$ cat src/hdl/mocb_pkg.sv
`timescale 1ns / 1ps
`default_nettype none
// ----------------------------------------------------------------------------
// mocb_pkg: shared types and constants for the motor overcurrent block
// Per-motor state word, staged item, configuration view, result, reg indexes.
// ----------------------------------------------------------------------------
package mocb_pkg;

    localparam int MOTORS_DEF = 4;

    // per-motor state word kept in the state memory
    typedef struct packed {
        logic        was_active;
        logic        blank_armed;
        logic [31:0] blank_deadline;
        logic [31:0] idle_since;
        logic [15:0] over_count;
        logic [31:0] observe_tally;
        logic [31:0] latch_tally;
    } t_mstate;

    localparam t_mstate MSTATE_RESET = '{
        was_active:     1'b0,
        blank_armed:    1'b1,
        blank_deadline: 32'd0,
        idle_since:     32'd0,
        over_count:     16'd0,
        observe_tally:  32'd0,
        latch_tally:    32'd0
    };

    // item as held in the update stage, with time terms worked out ahead
    typedef struct packed {
        logic               in_range;
        logic [1:0]         motor;
        logic [31:0]        now_ms;
        logic               motor_enabled;
        logic               drive_nonzero;
        logic signed [15:0] current_ma;
        logic               sample_valid;
        logic               channel_valid;
        logic [31:0]        now_minus_rearm;
        logic [31:0]        now_plus_blank;
        logic               blank_zero_reached;
        logic               rearm_zero_reached;
    } t_item;

    typedef struct packed {
        logic [63:0] fault_thresholds;
        logic [63:0] observe_thresholds;
        logic [15:0] debounce_ticks;
        logic        fault_enable;
    } t_cfg;

    typedef struct packed {
        logic        overcurrent_latch;
        logic        blanked;
        logic [15:0] over_ticks;
        logic [31:0] observe_count;
        logic [31:0] would_latch_count;
    } t_result;

    typedef enum logic [2:0] {
        REG_FAULT_THR   = 3'd0,
        REG_OBSERVE_THR = 3'd1,
        REG_DEBOUNCE    = 3'd2,
        REG_BLANK_MS    = 3'd3,
        REG_REARM_MS    = 3'd4,
        REG_FAULT_EN    = 3'd5
    } t_reg_idx;

endpackage
`default_nettype wire

$ cat src/hdl/mocb_update.sv
`timescale 1ns / 1ps
`default_nettype none
// ----------------------------------------------------------------------------
// mocb_update: per-motor state update
// Blanking, observation tallies and debounce for one item from its old state.
// ----------------------------------------------------------------------------
module mocb_update
    import mocb_pkg::*;
(
    input  wire t_item   i_item,
    input  wire t_mstate i_state,
    input  wire t_cfg    i_cfg,
    output t_mstate      o_state,
    output t_result      o_result
);

    logic               active;
    logic               rearm_hit;
    logic               blanked;
    logic               latch;
    logic [15:0]        deb;
    logic [16:0]        over_inc;
    logic [15:0]        next_cnt;
    logic signed [15:0] fault_thr;
    logic signed [15:0] obs_thr;
    logic [31:0]        idle_gap;
    logic [31:0]        dl_gap;
    t_mstate            st;

    assign fault_thr = signed'(i_cfg.fault_thresholds[{i_item.motor, 4'b0000} +: 16]);
    assign obs_thr   = signed'(i_cfg.observe_thresholds[{i_item.motor, 4'b0000} +: 16]);
    assign deb       = (i_cfg.debounce_ticks == 16'd0) ? 16'd1 : i_cfg.debounce_ticks;
    assign active    = i_item.motor_enabled & i_item.drive_nonzero;
    // sign bit set means the deadline is not reached yet
    assign idle_gap  = i_item.now_minus_rearm - i_state.idle_since;
    assign dl_gap    = i_item.now_ms - i_state.blank_deadline;
    assign over_inc  = {1'b0, i_state.over_count} + 17'd1;

    always_comb begin
        st        = i_state;
        blanked   = 1'b0;
        rearm_hit = 1'b0;
        if (active) begin
            st.idle_since = i_item.now_ms;
            st.was_active = 1'b1;
            if (!i_state.was_active && i_state.blank_armed) begin
                st.blank_deadline = i_item.now_plus_blank;
                st.blank_armed    = 1'b0;
                blanked           = ~i_item.blank_zero_reached;
            end else begin
                blanked = ~i_state.blank_armed & dl_gap[31];
            end
        end else begin
            st.was_active = 1'b0;
            if (i_state.was_active) begin
                st.idle_since = i_item.now_ms;
                rearm_hit     = i_item.rearm_zero_reached;
            end else begin
                rearm_hit     = ~idle_gap[31];
            end
            if (rearm_hit) begin
                st.blank_armed    = 1'b1;
                st.blank_deadline = 32'd0;
                blanked           = 1'b0;
            end else begin
                blanked = ~i_state.blank_armed & dl_gap[31];
            end
        end

        // observation uses the counter from before this item
        if (i_item.sample_valid && i_item.motor_enabled && i_item.channel_valid
                && active && (i_item.current_ma > obs_thr)) begin
            st.observe_tally = i_state.observe_tally + 32'd1;
            if (!i_cfg.fault_enable || (over_inc >= {1'b0, deb})) begin
                st.latch_tally = i_state.latch_tally + 32'd1;
            end
        end

        latch    = 1'b0;
        next_cnt = 16'd0;
        if (i_cfg.fault_enable && i_item.sample_valid && i_item.motor_enabled
                && !blanked && (i_item.current_ma > fault_thr)) begin
            next_cnt = (i_state.over_count < deb) ? over_inc[15:0] : i_state.over_count;
            latch    = (next_cnt >= deb);
        end
        st.over_count = next_cnt;

        o_state = st;
        if (i_item.in_range) begin
            o_result.overcurrent_latch = latch;
            o_result.blanked           = blanked;
            o_result.over_ticks        = st.over_count;
            o_result.observe_count     = st.observe_tally;
            o_result.would_latch_count = st.latch_tally;
        end else begin
            o_result = '0;
        end
    end

endmodule
`default_nettype wire

$ cat src/hdl/motor_overcurrent_blank_debounce.sv
`timescale 1ns / 1ps
`default_nettype none
// ----------------------------------------------------------------------------
// motor_overcurrent_blank_debounce: overcurrent detect with startup blanking
// Per-motor blanking window, debounce counter and observation tallies.
// ----------------------------------------------------------------------------
// One sample item per motor per tick enters on the s_axis side and yields one
// result item on the m_axis side. The block takes one item per clock cycle
// whenever the result side keeps up; the accepting edge loads the item
// together with its registered state read, and a later advance of the pipe
// writes the updated state back and loads the output register. Per-motor
// state sits in a single state memory with a registered read; an item that
// follows another item for the same motor gets the freshly written state
// through a forwarding path, so no bubble is needed. Entries start at their
// reset values through per-entry valid bits, so there is no clearing pass
// after reset. Configuration must be written over the APB port (64-bit
// registers at byte address 8*index) only while no item is in flight; the
// block itself does not enforce this. A motor index at or above MOTORS gives
// an all-zero result and leaves every state untouched.
// ----------------------------------------------------------------------------
module motor_overcurrent_blank_debounce
    import mocb_pkg::*;
#(
    parameter int MOTORS = MOTORS_DEF
) (
    input  wire         i_clk,
    input  wire         i_rst_n,
    // input items
    input  wire         s_axis_tvalid,
    output logic        s_axis_tready,
    // [31:0] now_ms, [32] motor_enabled, [33] drive_nonzero,
    // [49:34] current_ma, [50] sample_valid, [51] channel_valid, [55:52] zero
    input  wire  [55:0] s_axis_tdata,
    // [1:0] motor
    input  wire  [1:0]  s_axis_tuser,
    // result items
    output logic        m_axis_tvalid,
    input  wire         m_axis_tready,
    // [0] overcurrent_latch, [1] blanked, [17:2] over_ticks,
    // [49:18] observe_count, [81:50] would_latch_count, [87:82] zero
    output logic [87:0] m_axis_tdata,
    // configuration port
    input  wire         psel,
    input  wire         penable,
    input  wire         pwrite,
    input  wire  [5:0]  paddr,
    input  wire  [63:0] pwdata,
    output logic [63:0] prdata,
    output logic        pready
);

    localparam int AW = (MOTORS > 1) ? $clog2(MOTORS) : 1;

    // configuration registers
    logic [63:0] r_fault_thr;
    logic [63:0] r_observe_thr;
    logic [15:0] r_debounce;
    logic [31:0] r_blank_ms;
    logic [31:0] r_rearm_ms;
    logic        r_fault_en;

    t_reg_idx    wr_idx;
    logic        cfg_wr;

    assign pready = 1'b1;
    assign cfg_wr = psel & penable & pwrite;
    assign wr_idx = t_reg_idx'(paddr[5:3]);

    always_ff @(posedge i_clk) begin
        if (!i_rst_n) begin
            r_fault_thr   <= 64'd0;
            r_observe_thr <= 64'd0;
            r_debounce    <= 16'd1;
            r_blank_ms    <= 32'd1;
            r_rearm_ms    <= 32'd1;
            r_fault_en    <= 1'b0;
        end else if (cfg_wr) begin
            case (wr_idx)
                REG_FAULT_THR:   r_fault_thr   <= pwdata;
                REG_OBSERVE_THR: r_observe_thr <= pwdata;
                REG_DEBOUNCE:    r_debounce    <= pwdata[15:0];
                REG_BLANK_MS:    r_blank_ms    <= pwdata[31:0];
                REG_REARM_MS:    r_rearm_ms    <= pwdata[31:0];
                REG_FAULT_EN:    r_fault_en    <= pwdata[0];
                default: ;
            endcase
        end
    end

    always_comb begin
        case (t_reg_idx'(paddr[5:3]))
            REG_FAULT_THR:   prdata = r_fault_thr;
            REG_OBSERVE_THR: prdata = r_observe_thr;
            REG_DEBOUNCE:    prdata = {48'd0, r_debounce};
            REG_BLANK_MS:    prdata = {32'd0, r_blank_ms};
            REG_REARM_MS:    prdata = {32'd0, r_rearm_ms};
            REG_FAULT_EN:    prdata = {63'd0, r_fault_en};
            default:         prdata = 64'd0;
        endcase
    end

    // ------------------------------------------------------------------
    // pipeline: whole pipe advances when the output register frees up
    // ------------------------------------------------------------------
    logic        adv;
    logic        acc;
    t_item       n_item;
    logic [31:0] neg_blank;
    logic [31:0] neg_rearm;
    logic [AW-1:0] raddr;
    logic        r_out_valid;
    t_result     r_out;

    assign adv           = ~r_out_valid | m_axis_tready;
    assign s_axis_tready = adv;
    assign acc           = s_axis_tvalid & adv;
    assign raddr         = AW'(s_axis_tuser);
    assign neg_blank     = 32'd0 - r_blank_ms;
    assign neg_rearm     = 32'd0 - r_rearm_ms;

    always_comb begin
        n_item.in_range           = (32'(s_axis_tuser) < MOTORS);
        n_item.motor              = s_axis_tuser;
        n_item.now_ms             = s_axis_tdata[31:0];
        n_item.motor_enabled      = s_axis_tdata[32];
        n_item.drive_nonzero      = s_axis_tdata[33];
        n_item.current_ma         = signed'(s_axis_tdata[49:34]);
        n_item.sample_valid       = s_axis_tdata[50];
        n_item.channel_valid      = s_axis_tdata[51];
        // time terms that need no state: rearm offset and window end
        n_item.now_minus_rearm    = s_axis_tdata[31:0] - r_rearm_ms;
        n_item.now_plus_blank     = s_axis_tdata[31:0] + r_blank_ms;
        n_item.blank_zero_reached = ~neg_blank[31];
        n_item.rearm_zero_reached = ~neg_rearm[31];
    end

    // update stage
    logic          r_s1_valid;
    t_item         r_s1_item;
    t_mstate       r_rdata;
    logic          r_rd_vld;
    logic          r_fwd;
    t_mstate       r_fwd_state;
    t_mstate       cur_state;
    t_mstate       n_state;
    t_result       n_result;
    t_cfg          cfg_view;
    logic [AW-1:0] waddr;
    logic          wr_en;

    t_mstate       r_mem [MOTORS];
    logic [MOTORS-1:0] r_vbit;

    assign cfg_view.fault_thresholds   = r_fault_thr;
    assign cfg_view.observe_thresholds = r_observe_thr;
    assign cfg_view.debounce_ticks     = r_debounce;
    assign cfg_view.fault_enable       = r_fault_en;

    assign waddr = AW'(r_s1_item.motor);
    assign wr_en = adv & r_s1_valid & r_s1_item.in_range;

    // forwarded write beats memory data; never-written entries read as reset
    assign cur_state = r_fwd ? r_fwd_state : (r_rd_vld ? r_rdata : MSTATE_RESET);

    mocb_update u_update (
        .i_item   (r_s1_item),
        .i_state  (cur_state),
        .i_cfg    (cfg_view),
        .o_state  (n_state),
        .o_result (n_result)
    );

    // state memory: one write and one read port, registered read
    always_ff @(posedge i_clk) begin
        if (wr_en) begin
            r_mem[waddr] <= n_state;
        end
        if (adv) begin
            r_rdata     <= r_mem[raddr];
            r_fwd_state <= n_state;
            r_s1_item   <= n_item;
        end
    end

    always_ff @(posedge i_clk) begin
        if (!i_rst_n) begin
            r_vbit     <= '0;
            r_s1_valid <= 1'b0;
            r_rd_vld   <= 1'b0;
            r_fwd      <= 1'b0;
        end else begin
            if (wr_en) begin
                r_vbit[waddr] <= 1'b1;
            end
            if (adv) begin
                r_s1_valid <= acc;
                r_rd_vld   <= r_vbit[raddr];
                r_fwd      <= wr_en & (waddr == raddr);
            end
        end
    end

    // output register
    always_ff @(posedge i_clk) begin
        if (!i_rst_n) begin
            r_out_valid <= 1'b0;
        end else if (adv) begin
            r_out_valid <= r_s1_valid;
        end
    end

    always_ff @(posedge i_clk) begin
        if (adv) begin
            r_out <= n_result;
        end
    end

    assign m_axis_tvalid = r_out_valid;
    assign m_axis_tdata  = {6'd0,
                            r_out.would_latch_count,
                            r_out.observe_count,
                            r_out.over_ticks,
                            r_out.blanked,
                            r_out.overcurrent_latch};

endmodule
`default_nettype wire
$ cat config.mk
export PLATFORM = sky130hd
export DESIGN_NAME = motor_overcurrent_blank_debounce
export DESIGN_NICKNAME = d
export VERILOG_FILES = /design/src/hdl/mocb_pkg.sv /design/src/hdl/mocb_update.sv /design/src/hdl/motor_overcurrent_blank_debounce.sv
export SDC_FILE = /design/constraint.sdc
export NUM_CORES = 2
export LEC_CHECK = 0
export ABC_AREA = 1
export BUFFER_PORTS_ARGS = -buffer_cell sky130_fd_sc_hd__buf_4
export CAP_MARGIN = 20
export CORE_MARGIN = 5
export CORE_UTILIZATION = 25
export CTS_BUF_LIST = sky130_fd_sc_hd__clkbuf_16
export DETAILED_ROUTE_END_ITERATION = 16
export GPL_ROUTABILITY_DRIVEN = 0
export GPL_TIMING_DRIVEN = 0
export HOLD_SLACK_MARGIN = 0.05
export PLACE_DENSITY = 0.51
export SLEW_MARGIN = 20
export SYNTH_ARGS = -nofsm -noshare
export SYNTH_HDL_FRONTEND = slang
export SYNTH_HIERARCHICAL = 1
export SYNTH_SLANG_ARGS = --single-unit
$ cat constraint.sdc
create_clock -name i_clk -period 17.94 [get_ports i_clk]
set_input_delay 3.588 -clock i_clk [delete_from_list [all_inputs] [get_ports i_clk]]
set_output_delay 3.588 -clock i_clk [all_outputs]
set_load 0.03 [all_outputs]
==> reports/metrics.yaml <==
sta:
  finalSetupViolations: 0
  clock.fmax_ghz: 0.110
  finalMaxSlewViolations: 0
  fin_ws_ps: 8880
  skew_ps: 61.7
  slew_headroom_pct: 39.8
  rsz0062_at_grt: "false"
  period_share_pct: 50.5
  finalHoldViolations: 0
  final.min_clock_period_ps: 9060
  worst_slew_pin_slew_ps: 894
floorplanning:
  start_util_pct: 25.1
  die_w_um: 503
  dieArea_um2: 253000
  fp.dieH_um: 503
  io_pins: 290
  core_um2: 243000
  std_cell_rows: 181
grt:
  grt_first_pass_wirelength_um: 300000
  grt_max_degree: 95
  grt-ovfl-total: 0
  grt_pass1_vias: 45700
  grt_usage_pct: 15.7
  antenna_found_initial: 36
clock_tree:
  cts_root_buf: "clkbuf_16"
  clk_latency_ps: 800
  cts.path.max_buffers: 3
  postCtsHoldBufs: 0
  cts_made_buffers: 143
  ctsHtreeMaxLevel: 4
  cts_tree: "yes"
  cts_resized: 0
  clk_pin_slew_ps: 60
  cts.sinks: 1295
  post_cts_buffers: 0
final_layout:
  fin_util_pct: 30.0
  nets: 7157
  stdcell_area_um2: 72700
  area_growth_pct: 19.6
  fillerInstances: 25200
  drive_gt1_share_pct: 10.5
drt:
  drt_first_iter_violations: 4417
  viasPerCell: 4.71
  wl_per_cell_um: 20.3
  wl_um: 206000
  first_pass_iters: 6
  vias: 47800
  drc: 0
  antenna_left: 0
synth:
  synth_top_family_by_area: "simple AND/OR/NAND/NOR gates"
  muxShareOfSynthArea_pct: 0.0185
  synth_compound_area_share_pct: 10.7
  netlist.area_leader.share_pct: 53.2
  synth_commonest_cells: "nand2_1 (1,322), edfxtp_1 (1,078), nor2_1 (908), o21ai_0 (592), inv_1 (553)"
  synth-seq-cells: 1295
  ys_seq_area_share_pct: 60.4
  synth.most_common_cell: "nand2_1"
  synth_xor_area_share_pct: 1.15
  synthSimpleGateAreaFrac_pct: 17.7
  syn_area_per_cell_um2: 9.67
  synthAdderAreaFrac_pct: 4.28
  synth_cell_type_count: 50
  async_reset_ff_share_pct: 0
  yosys_warnings: 6
  synthTopCellsByArea: "edfxtp_1 (53%), nand2_1 (8.2%), dfxtp_1 (7.1%)"
  synth_ff_type: "edfxtp_1"
  netlist_area_um2: 60800
  synth_enable_flop_cells: 1078
  synth_top_area_cell: "edfxtp_1"
  synthCells: 6291
worst_setup_path:
  crit_required_ps: 14350
  path_max_fanout: 94
  cp-end-kind: "primary output"
  critPathLaunch: "m_axis_tready"
  r2r-start: "r_rd_vld$_SDFFE_PN0N_"
  crit_arrival_ps: 5470
  worst-setup-path-type: "in2out"
  start_kind: "input pin"
hold_path:
  min_path_type: "reg2reg"
  hp-start: "r_vbit[3]$_SDFFE_PN0P_"
flow_run:
  maxCapViolations: 0
run_status:
  status: "finished clean"
place:
  place_worst_setup_slack_ps: 8830
  hpwlAfterDp_um: 156000
  io_buffers: 274
  place_area_um2: 67900
power_and_ir_drop:
  ir_drop_mv: 0.0976
  power_mw: 7.24
  p_leak_nw: 29.1
  powerDensity_nw_per_um2: 99.6
worst max-delay path: stages:
cell	delay [ps]
buf_4	140
nor2_1	450
inv_8	260
buf_16	350
buf_16	310
buf_4	260
registers in the layout, indices dropped and copies added (netlist names):
signal,flops
r_debounce,16
waddr,2
r_fault_en,1
m_axis_tvalid,1
r_s1_valid,1
m_axis_tdata,82
r_rearm_ms,32
r_fwd,1
r_vbit,4
r_s1_item,118
r_blank_ms,32
r_mem,584
r_fault_thr,64
r_fwd_state,146
r_rdata,146
r_rd_vld,1
r_observe_thr,64
per-stage QoR:
step / hold slack, ps / instances / TNS, ps
floorplan: 435 / 6299 / 0
global placement: 443 / 9775 / -4800990
detailed placement: 453 / 9872 / 0
CTS: 468 / 10100 / 0
global route: 488 / 10100 / 0
finish: 466 / 10100 / 0
per-layer routing:
layer / vias up / global-route usage, % / part of all wire, %
met5: - / 0 / 0.043
met4: 16 / 6.23 / 3.9
met3: 379 / 3.53 / 8.0
met2: 1896 / 23.7 / 43
met1: 22900 / 21.9 / 45
li1: 22600 / - / -
path summary, 6_finish.rpt:
| path | to | slack (ps) | depth (start not counted) |
|---|---|---|---|
| max reg2reg | r_fwd_state[0]$_DFFE_PN_ | 12370 | 23 |
| min | r_vbit[3]$_SDFFE_PN0P_ | 470 | 1 |
| max | s_axis_tready | 8880 | 6 |
| min reg2reg | r_vbit[3]$_SDFFE_PN0P_ | 470 | 1 |
logic make-up (layout without fill, tap and decap cells):
kind of cell             after synthesis  in the layout
flip-flops                          1295           1295
XOR/XNOR                              80             80
AO/OA/AOI/OAI                       1158           1158
buffers and inverters                876           1504
adder cells (fa/ha/maj)              207            207
multiplexers                           1              1
other                                  2             26
AND/OR/NAND/NOR                     2672           2672
area by class of cell:
| cell class | count | area, um2 | area share [%] |
|---|---|---|---|
| diodes | 16 | 40.0 | 0.0551 |
| plain buffers | 307 | 1380 | 1.90 |
| clock buffers | 147 | 3680 | 5.06 |
| clock inverters | 110 | 1090 | 1.51 |
| inverters | 569 | 2140 | 2.95 |
| multi-input cells | 4128 | 20700 | 28.4 |
| flip-flops and latches | 1295 | 36700 | 50.5 |
| well taps | 3202 | 4010 | 5.51 |
| repair buffers | 371 | 3010 | 4.14 |
where the power goes:
part | switching [mW] | total, mW | internal, mW
combinational | 0.542 | 0.767 | 0.226
sequential | 0.0667 | 3.51 | 3.44
clock | 1.29 | 2.97 | 1.67
placed cells by master, fill, tap and decap left out, drive strengths merged, types with 216 or more instances in the layout:
cell type / count
o21ai: 651
buf: 477
nand2: 1327
edfxtp: 1078
clkbuf: 348
inv: 605
dfxtp: 217
nor2: 920
a21oi: 216
nand3: 282
(Power assumes the default switching activity.)
